===== src/rtl/msd_pkg.sv =====
// Shared types, field layout and codes for the microprogrammed stack datapath.
package msd_pkg;

   localparam int unsigned MEM_BYTES_DEF = 65536;
   localparam int unsigned CONTROL_WORDS = 512;
   localparam int unsigned CS_AW         = $clog2(CONTROL_WORDS);
   localparam int unsigned CS_WIDTH      = 36;
   localparam int unsigned NUM_REGS      = 9;
   localparam int unsigned WORD_BYTES    = 4;

   // request opcodes
   localparam logic [1:0] OP_LOAD_CS  = 2'd0;
   localparam logic [1:0] OP_LOAD_MEM = 2'd1;
   localparam logic [1:0] OP_EXEC     = 2'd2;

   // word register file slots, also C mask bit positions
   localparam int unsigned IDX_MAR = 0;
   localparam int unsigned IDX_MDR = 1;
   localparam int unsigned IDX_PC  = 2;
   localparam int unsigned IDX_SP  = 3;
   localparam int unsigned IDX_LV  = 4;
   localparam int unsigned IDX_CPP = 5;
   localparam int unsigned IDX_TOS = 6;
   localparam int unsigned IDX_OPC = 7;
   localparam int unsigned IDX_H   = 8;

   // B bus sources
   localparam logic [3:0] BSRC_MDR  = 4'd0;
   localparam logic [3:0] BSRC_PC   = 4'd1;
   localparam logic [3:0] BSRC_MBRS = 4'd2;
   localparam logic [3:0] BSRC_MBRU = 4'd3;
   localparam logic [3:0] BSRC_SP   = 4'd4;
   localparam logic [3:0] BSRC_LV   = 4'd5;
   localparam logic [3:0] BSRC_CPP  = 4'd6;
   localparam logic [3:0] BSRC_TOS  = 4'd7;
   localparam logic [3:0] BSRC_OPC  = 4'd8;

   // shifter codes
   localparam logic [1:0] SH_SLL8 = 2'd1;
   localparam logic [1:0] SH_SRA1 = 2'd2;

   // ALU function select (F0 F1)
   localparam logic [1:0] FN_AND = 2'd0;
   localparam logic [1:0] FN_OR  = 2'd1;
   localparam logic [1:0] FN_NOTB = 2'd2;

   typedef struct packed {
      logic [8:0] next_addr;
      logic [2:0] jump;
      logic [1:0] shift;
      logic [5:0] alu;
      logic [8:0] cmask;
      logic [2:0] mem;
      logic [3:0] bsel;
   } mir_type;

   typedef logic [NUM_REGS-1:0][31:0] word_regs_type;

endpackage


===== src/rtl/msd_alu.sv =====
// B bus selection, 32-bit ALU and shifter for one microinstruction.
module msd_alu import msd_pkg::*; (
   input  mir_type       mir,
   input  word_regs_type regs,
   input  logic [7:0]    mbr,
   output logic [31:0]   result,
   output logic [1:0]    flags
);

   logic [31:0] bbus;
   logic [31:0] a_op;
   logic [31:0] b_op;
   logic [31:0] raw;

   always_comb begin
      unique case (mir.bsel)
         BSRC_MDR:  bbus = regs[IDX_MDR];
         BSRC_PC:   bbus = regs[IDX_PC];
         BSRC_MBRS: bbus = {{24{mbr[7]}}, mbr};
         BSRC_MBRU: bbus = {24'b0, mbr};
         BSRC_SP:   bbus = regs[IDX_SP];
         BSRC_LV:   bbus = regs[IDX_LV];
         BSRC_CPP:  bbus = regs[IDX_CPP];
         BSRC_TOS:  bbus = regs[IDX_TOS];
         BSRC_OPC:  bbus = regs[IDX_OPC];
         default:   bbus = 32'b0;
      endcase

      // control bits: F0 F1 ENA ENB INVA INC
      a_op = mir.alu[3] ? regs[IDX_H] : 32'b0;
      if (mir.alu[1]) begin
         a_op = ~a_op;
      end
      b_op = mir.alu[2] ? bbus : 32'b0;

      unique case (mir.alu[5:4])
         FN_AND:  raw = a_op & b_op;
         FN_OR:   raw = a_op | b_op;
         FN_NOTB: raw = ~b_op;
         default: raw = a_op + b_op + {31'b0, mir.alu[0]};
      endcase

      // bit0 set on a zero result, bit1 otherwise
      flags = (raw == 32'b0) ? 2'b01 : 2'b10;

      unique case (mir.shift)
         SH_SLL8: result = {raw[23:0], 8'b0};
         SH_SRA1: result = {raw[31], raw[31:1]};
         default: result = raw;
      endcase
   end

endmodule

===== config.mk =====
export PLATFORM = sky130hd
export DESIGN_NAME = msd_alu
export DESIGN_NICKNAME = d
export VERILOG_FILES = /design/src/rtl/msd_pkg.sv /design/src/rtl/msd_alu.sv
export SDC_FILE = /design/constraint.sdc
export NUM_CORES = 1
export LEC_CHECK = 0
export ABC_AREA = 1
export BUFFER_PORTS_ARGS = -buffer_cell sky130_fd_sc_hd__buf_2
export CAP_MARGIN = 20
export CORE_AREA = 2 2 142 144
export DETAILED_ROUTE_END_ITERATION = 16
export DIE_AREA = 0 0 144 146
export PLACE_DENSITY = 0.69
export RECOVER_POWER = 50
export SETUP_SLACK_MARGIN = 0.2
export SLEW_MARGIN = 10
export SYNTH_ARGS = -nofsm -noshare
export SYNTH_HDL_FRONTEND = slang
export SYNTH_SLANG_ARGS = --single-unit
export TNS_END_PERCENT = 50

===== constraint.sdc =====
create_clock -name vclk -period 5.1
set_input_delay 1.02 -clock vclk [all_inputs]
set_output_delay 1.02 -clock vclk [all_outputs]
set_load 0.01 [all_outputs]

==> metrics.txt <==
drt drc=0; antenna violations before repair=8; Placed Area=10440 um^2; ANT nets after route=0; largest net degree at the start of global routing=32; sw power=0.0009029 W; status=finished, violations left; required time worst endpoint=4.08 ns; critical path class=in -> out; first-pass GRT wire length=59530 um; synth unique cells=39; CP Launch Type=input pin; CP delay by family, top=simple AND/OR/NAND/NOR gates; Leak=7.459 nW; VDD IR-drop max=65.23 uV; Post-DP HPWL=30740 um; Syn Area/Cell=4.758 um^2; Rows=51; sequential power share=0%; Worst path slowest cell=ha_1; area delta synth->final=70.97%; fill count=1859; clock share of power=0%; Critical Path AT=4.17 ns; Die Ht=146 um; slowest stage delay, CP=0.26 ns; syn_nets=1981; pwr dens=125.3 nW/um^2; 1st-pass router iterations=5; Seq. cell area=0 um^2; fin crit period=5.190 ns; most frequent cells in the layout=571 x nand2_1, 306 x buf_2, 196 x inv_1, 166 x buf_4, 132 x nand3_1; crit end category=output pin; worst min path class=in -> out; total track usage=36.02%; RSZ-0062 raised after global routing=yes; CP Max Fanout=6; aggregate routed wire length=41020 um; most used cell, CP=nand2_1; Post-Syn Area=7522 um^2; final weighted congestion in routability-driven placement=0.9634; Buf/Inv on CP=7; most common cell after layout, fill and taps aside=nand2_1; Remaining Overflow, GRT=0; Iter 0 DRT Violations=862; final instance area=12860 um^2; Die X-Extent=144 um; Finished Core Util=66.52%; number of clock buffers in the layout=0; # IOs=366; full die area=21020 um^2; failing checks=negative setup slack; Fin. Hold Viols=0; relative slew slack=45.83%; switching part of the total power=56.02%; Avg WL per Cell=17.70 um; setup tns final=-0.1976 ns; DR vias=12150; Layout Nets=2447; Fmax=0.1927 GHz; cell-internal power=0.0007087 W; hold_buf cts=0; pins over their slew limit=0; register area share after synthesis=0%; FF+latch count=0; number of global-route vias before repair=11330; vias per std cell=5.243; Initial Util=38.91%; setup violators final=7; final period utilization=101.8%; buffers added on ports=310; Comb pwr share=100.0%; Slew @ Worst Pin=0.8116 ns; Syn Inst Count=1581; Syn. warnings=0; area of the core=19330 um^2; max cap viols=0; layout cell share with drive strength beyond 1=44.06%; Final WS setup=-0.08989 ns
-- layout make-up --
class	instances	area (um^2)	share of cell area, %
timing repair buffer	528	3696	28.74
tap	265	331.6	2.578
multi-input combinational	1288	7936	61.71
antenna	7	17.52	0.1362
inverter	229	879.6	6.839
-- what timing repair did --
item / CTS / global route
setup buffers: 15 / 17
resized for setup: 315 / 163
setup endpoints to repair: 31 / 31
pin swaps: 96 / 99
endpoints found under the hold margin: 0 / 0
cloned: 6 / 7
-- power groups by stage --
stage                     registers, W  logic (W)  clock network [W]
after global routing                 0    0.00173     0.000000000105
final                                0    0.00161     0.000000000184
after floorplan                      0   0.000640                  0
after global placement               0    0.00118                  0
after CTS                            0    0.00143                  0
after detailed placement             0    0.00119                  0
-- final timing paths --
| kind | from | endpoint | slack (ns) | cells past startpoint |
|---|---|---|---|---|
| max | mir[1] | flags[1] | -0.09 | 27 |
| min | mir[23] | result[31] | 2.54 | 5 |
-- tightest hold or removal path, delay by kind of cell --
kind	cells	cell delay [ns]
compound gates	2	0.13
fa+ha+maj	1	0.15
buf+inv	2	0.22
-- routing by layer --
| metal | track usage, % | part of all wire, % | wire (um) | vias up |
|---|---|---|---|---|
| met4 | 17.55 | 6.5 | 2648 | 0 |
| met5 | 0.9569 | 0 | 0 | - |
| met2 | 58.43 | 44 | 18180 | 677 |
| li1 | - | - | - | 5855 |
| met3 | 6.252 | 9.8 | 4014 | 148 |
| met1 | 45.66 | 39 | 16180 | 5469 |
-- cell families (layout without fill, tap and decap cells) --
logic type                 Yosys count  after routing  synth area share [%]
and+or+nand+nor                   1049           1049                 56.77
other                                0              7                     0
buffers and inverters              293            757                 16.35
xor gates and xnor gates            38             38                 4.424
adders and majority gates           68             68                 11.51
AOI/OAI and AO/OA                  133            133                 10.94
-- stage by stage --
stage	cells	hold slack, ns	total power, W	setup WS [ns]
floorplan	1581	2.320	0.0006397	0.2169
global placement	2265	2.559	0.001179	-0.3647
detailed placement	2265	2.543	0.001192	-0.3850
CTS	2286	2.537	0.001429	-0.01541
global route	2314	2.608	0.001735	-0.2709
finish	2317	2.544	0.001612	-0.08989
-- Yosys cell counts, drive strengths merged, types with 2 or more instances --
cell | n | area [um^2]
nor3 | 5 | 25.02
nand4 | 10 | 62.56
nand2 | 718 | 2723
nor2 | 141 | 554.3
or2 | 8 | 50.05
clkbuf | 20 | 75.07
inv | 226 | 848.3
and2 | 3 | 18.77
fa | 2 | 40.04
ha | 66 | 825.8
nand3b | 4 | 30.03
o221ai | 21 | 183.9
buf | 44 | 295.3
a21boi | 2 | 18.77
clkinv | 3 | 11.26
o211ai | 4 | 30.03
nand3 | 159 | 800.8
o22ai | 18 | 112.6
o21bai | 3 | 22.52
xor2 | 37 | 324.1
a21oi | 65 | 347.8
o21ai | 18 | 93.84
No activity file was read; power rests on OpenSTA's default activity.
