==> config.mk <==
export PLATFORM = sky130hd
export DESIGN_NAME = msd_modu
export DESIGN_NICKNAME = d
export VERILOG_FILES = /design/src/rtl/msd_pkg.sv /design/src/rtl/msd_modu.sv
export SDC_FILE = /design/constraint.sdc
export NUM_CORES = 1
export LEC_CHECK = 0
export BUFFER_PORTS_ARGS = -buffer_cell sky130_fd_sc_hd__buf_2
export CAP_MARGIN = 15
export CORE_MARGIN = 2
export CORE_UTILIZATION = 45
export CTS_CLUSTER_DIAMETER = 40
export CTS_CLUSTER_SIZE = 8
export DETAILED_ROUTE_END_ITERATION = 10
export PLACE_DENSITY_LB_ADDON = 0.15
export SLEW_MARGIN = 20
export SYNTH_ARGS = -nofsm -noshare
export SYNTH_HDL_FRONTEND = slang
export SYNTH_SLANG_ARGS = --single-unit
==> constraint.sdc <==
create_clock -name clock -period 1.1 [get_ports clock]
set_input_delay 0.22 -clock clock [delete_from_list [all_inputs] [get_ports clock]]
set_output_delay 0.22 -clock clock [all_outputs]
set_load 0.05 [all_outputs]
==> src/rtl/msd_pkg.sv <==
// Shared types, field layout and codes for the microprogrammed stack datapath.
package msd_pkg;

   localparam int unsigned MEM_BYTES_DEF = 65536;
   localparam int unsigned CONTROL_WORDS = 512;
   localparam int unsigned CS_AW         = $clog2(CONTROL_WORDS);
   localparam int unsigned CS_WIDTH      = 36;
   localparam int unsigned NUM_REGS      = 9;
   localparam int unsigned WORD_BYTES    = 4;

   // request opcodes
   localparam logic [1:0] OP_LOAD_CS  = 2'd0;
   localparam logic [1:0] OP_LOAD_MEM = 2'd1;
   localparam logic [1:0] OP_EXEC     = 2'd2;

   // word register file slots, also C mask bit positions
   localparam int unsigned IDX_MAR = 0;
   localparam int unsigned IDX_MDR = 1;
   localparam int unsigned IDX_PC  = 2;
   localparam int unsigned IDX_SP  = 3;
   localparam int unsigned IDX_LV  = 4;
   localparam int unsigned IDX_CPP = 5;
   localparam int unsigned IDX_TOS = 6;
   localparam int unsigned IDX_OPC = 7;
   localparam int unsigned IDX_H   = 8;

   // B bus sources
   localparam logic [3:0] BSRC_MDR  = 4'd0;
   localparam logic [3:0] BSRC_PC   = 4'd1;
   localparam logic [3:0] BSRC_MBRS = 4'd2;
   localparam logic [3:0] BSRC_MBRU = 4'd3;
   localparam logic [3:0] BSRC_SP   = 4'd4;
   localparam logic [3:0] BSRC_LV   = 4'd5;
   localparam logic [3:0] BSRC_CPP  = 4'd6;
   localparam logic [3:0] BSRC_TOS  = 4'd7;
   localparam logic [3:0] BSRC_OPC  = 4'd8;

   // shifter codes
   localparam logic [1:0] SH_SLL8 = 2'd1;
   localparam logic [1:0] SH_SRA1 = 2'd2;

   // ALU function select (F0 F1)
   localparam logic [1:0] FN_AND = 2'd0;
   localparam logic [1:0] FN_OR  = 2'd1;
   localparam logic [1:0] FN_NOTB = 2'd2;

   typedef struct packed {
      logic [8:0] next_addr;
      logic [2:0] jump;
      logic [1:0] shift;
      logic [5:0] alu;
      logic [8:0] cmask;
      logic [2:0] mem;
      logic [3:0] bsel;
   } mir_type;

   typedef logic [NUM_REGS-1:0][31:0] word_regs_type;

endpackage

==> src/rtl/msd_modu.sv <==
// Three-stage reduction of a 32-bit byte address modulo the memory size.
module msd_modu import msd_pkg::*; #(
   parameter int unsigned MODULUS = MEM_BYTES_DEF,
   localparam int unsigned AW = $clog2(MODULUS)
) (
   input  logic          clock,
   input  logic          reset,
   input  logic          start,
   input  logic [31:0]   value,
   output logic          done,
   output logic [AW-1:0] result
);

   localparam bit IS_POW2 = ((MODULUS & (MODULUS - 1)) == 0);

   logic v1_ff, v2_ff, v3_ff;
   logic [AW-1:0] res_ff;

   always_ff @(posedge clock) begin
      if (reset) begin
         v1_ff <= 1'b0;
         v2_ff <= 1'b0;
         v3_ff <= 1'b0;
      end else begin
         v1_ff <= start;
         v2_ff <= v1_ff;
         v3_ff <= v2_ff;
      end
   end

   generate
      if (IS_POW2) begin : g_mask
         logic [AW-1:0] s1_ff, s2_ff;
         always_ff @(posedge clock) begin
            s1_ff  <= value[AW-1:0];
            s2_ff  <= s1_ff;
            res_ff <= s2_ff;
         end
      end else begin : g_recip
         // floor(2^SHIFT / MODULUS) underestimates the quotient by at most one
         localparam int unsigned FLOG  = AW - 1;
         localparam int unsigned SHIFT = 32 + FLOG;
         localparam int unsigned QW    = 32 - FLOG;
         localparam logic [63:0] RECIP_W = (64'd1 << SHIFT) / 64'(MODULUS);
         localparam logic [31:0] RECIP   = RECIP_W[31:0];

         logic [63:0]   prod_ff, prod_in;
         logic [31:0]   val1_ff, val2_ff;
         logic [QW-1:0] quot;
         logic [31:0]   qm_ff, qm_in;
         logic [31:0]   diff;
         logic [AW:0]   rem;
         logic [AW:0]   rem_fix;

         always_comb begin
            prod_in = 64'(value) * 64'(RECIP);
            quot    = prod_ff[63:SHIFT];
            qm_in   = 32'(64'(quot) * 64'(MODULUS));
            diff    = val2_ff - qm_ff;
            rem     = diff[AW:0];
            rem_fix = (rem >= (AW+1)'(MODULUS)) ? rem - (AW+1)'(MODULUS) : rem;
         end

         always_ff @(posedge clock) begin
            prod_ff <= prod_in;
            val1_ff <= value;
            qm_ff   <= qm_in;
            val2_ff <= val1_ff;
            res_ff  <= rem_fix[AW-1:0];
         end
      end
   endgenerate

   assign done   = v3_ff;
   assign result = res_ff;

endmodule

==> flow_summary.toml <==
[setup_path]
crit_type = "register to primary output"
cp_num_buf_inv = 1
cp.required_ns = 0.88
max_stage_delay_ns = 0.36
slowest_stage = "dfxtp_2"
rr_startpoint = "v2_ff"
reg2reg_to = "done"
worstPathCellList = "buf_8"
arrival_ns = 0.84
r2r_cells = 1
critical-path-top-delay-family = "flip-flops"
r2r_slack_ns = 0.58
crit_path_end_kind = "primary output"
path_max_fanout = 1
worstSetupStartpointType = "register"

[cts]
cts_setup_buffers = 0
clk_pin_slew_worst_paths_ns = 0.12
cts-root-buf = "clkbuf_4"
cts_tree = "built"
cts_sinks = 51
insertion_delay_ns = 0.34
ctsLongestPathBuffers = 2
htreeDepth = 2
cts_buffers = 5

[drt]
vias = 543
wl_per_cell_um = 9.53
ant_nets = 0
drc = 0
drt-total-wl_um = 1340
viasPerCell = 3.85
first_pass_iters = 2
drt_iter0_drc = 4

[cells_and_area]
final_cells = 141
drive_gt1_frac = 0.513
area_growth_pct = 59.2
nets = 147
n_antenna_cell = 0

[power_and_ir_drop]
internal-power_mw = 2.62
irDropWorstVdd_v = 0.00168
switching_share = 0.202
p_leak_nw = 0.738
power.density_nw_per_um2 = 1990
power_frac_clock = 0.314
sequentialPowerShare = 0.603
combPwrFrac = 0.083
p_sw_mw = 0.665

[worst_hold_path]
worstHoldPathCells = 2
worstHoldStart = "reset"
min_path_type = "primary input to register"
hold_end = "done"

[die]
die_width_um = 52.1
die_area_um2 = 2710
core_um2 = 2190
io_pins = 52
die_y_um = 52.1
start_util = 0.475
placementRows = 17

[logic_synthesis]
ys_ff_latch = 51
synthAdderAreaFrac = 0
synth_nets = 89
synth.distinct_cells = 2
yosysTopAreaCell = "dfxtp_1"
synth_mux_area_frac = 0
syn-mean-instance-area_um2 = 19.3
synth-xor-area-share = 0
syn_inst = 54
yosysWarnings = 0
syn-cell-area_um2 = 1040
ys_seq_area_frac = 0.982
synth-simple-area-share = 0.0181
synth_compound_area_frac = 0
synth_top_family_by_area = "simple AND/OR/NAND/NOR gates"
ys_top_cells_by_area = "dfxtp_1 (98%), nor2b_1 (1.8%)"
synth_top_area_frac = 0.982

[sta]
fin_worst_skew_ns = 0.00973
fmax_mhz = 940
setup_tns_ns = 0
fin_crit_sh = 0.967
finalHoldViolCount = 0
relSlewSlack = 0.917
finalMaxSlewViolations = 0
finalSetupViolations = 0
worst_pin_slew_ns = 0.125
period_needed_ns = 1.06
rsz0062_at_grt = "yes"

[place]
dp_cells = 117
routabilityCongestion = 0.554
portBuffers = 35

[job]
cap_violations = 0

[outcome]
status = "finished clean"

[global_routing]
grt_pass1_wl_um = 1930
grt_remaining_overflow = 0
antenna_found_initial = 0
grt_max_degree = 16
grt_pass1_vias = 496
grt_usage = 0.114
[per-layer routing]
layer / part of all wire / global-route usage / wire length (um) / vias to the layer above
li1: - / - / - / 280
met1: 0.37 / 0.0918 / 499 / 237
met2: 0.53 / 0.186 / 712 / 24
met3: 0.089 / 0.0718 / 119 / 2
met4: 0.0097 / 0.105 / 13 / 0
met5: 0 / 0 / 0 / -
[stage by stage]
stage | hold slack (ns) | util | total power, mW | instance area (um2) | worst slack [ns]
CTS | 0.0368 | 0.727 | 3.31 | 1590 | 0.000818
floorplan | 0.248 | - | 2.12 | 1040 | 0.293
detailed placement | 0.312 | 0.571 | 2.19 | 1250 | 0.317
finish | 0.0644 | 0.756 | 3.29 | 1660 | 0.0363
global placement | 0.310 | 0.571 | 2.18 | 1250 | 0.343
global route | 0.0376 | 0.756 | 3.43 | 1660 | -0.0189
[sequential cells by signal (all words and copies together), names as in the netlist]
register / count
done: 1
g_mask.s1_ff: 16
g_mask.s2_ff: 16
result: 16
v1_ff: 1
v2_ff: 1
[cells in the mapped netlist (all sizes together)]
master	n
nor2b	3
dfxtp	51
[worst max path at each step]
| stage | startpoint | to | cells after the start |
|---|---|---|---|
| detailed placement | result[12] | result[12] | 1 |
| floorplan | done | done | 0 |
| global placement | result[4] | result[4] | 1 |
| CTS | result[13] | result[13] | 1 |
| finish | result[12] | result[12] | 1 |
| global route | result[9] | result[9] | 1 |
[logic make-up after synthesis]
family,Yosys count
simple gates,3
flops,51
[power groups by stage]
stage | sequential [mW] | combinational (mW) | clock, mW
global route | 1.99 | 0.283 | 1.15
finish | 1.98 | 0.274 | 1.03
detailed placement | 2.01 | 0.180 | 0
global placement | 2.00 | 0.178 | 0
floorplan | 2.12 | 0.00290 | 0
CTS | 1.97 | 0.258 | 1.08
[area by class of cell]
type,count,area [um2]
Clock buffer,6,51.3
Clock inverter,2,35.0
Fill cell,141,536
Multi-Input combinational cell,3,18.8
Sequential cell,51,1040
Tap cell,28,35.0
Timing Repair Buffer,51,475
[what timing repair did]
item | in CTS | in global routing
hold buffers | 16 | 0
gates resized for setup | 32 | 26
endpoints found under the hold margin | 16 | 0
endpoints found under the setup margin | 17 | 16
[layout by cell type, fill, tap and decap left out]
| cell | netlist | routed |
|---|---|---|
| dlygate4sd3_1 | 0 | 16 |
| dfxtp_1 | 51 | 36 |
| clkinv_2 | 0 | 1 |
| bufinv_16 | 0 | 1 |
| clkbuf_4 | 0 | 5 |
| clkbuf_8 | 0 | 1 |
| buf_6 | 0 | 8 |
| nor2b_1 | 3 | 3 |
| buf_2 | 0 | 18 |
| dfxtp_2 | 0 | 15 |
| buf_8 | 0 | 9 |
Note: power is estimated with default switching activity, not from simulation.
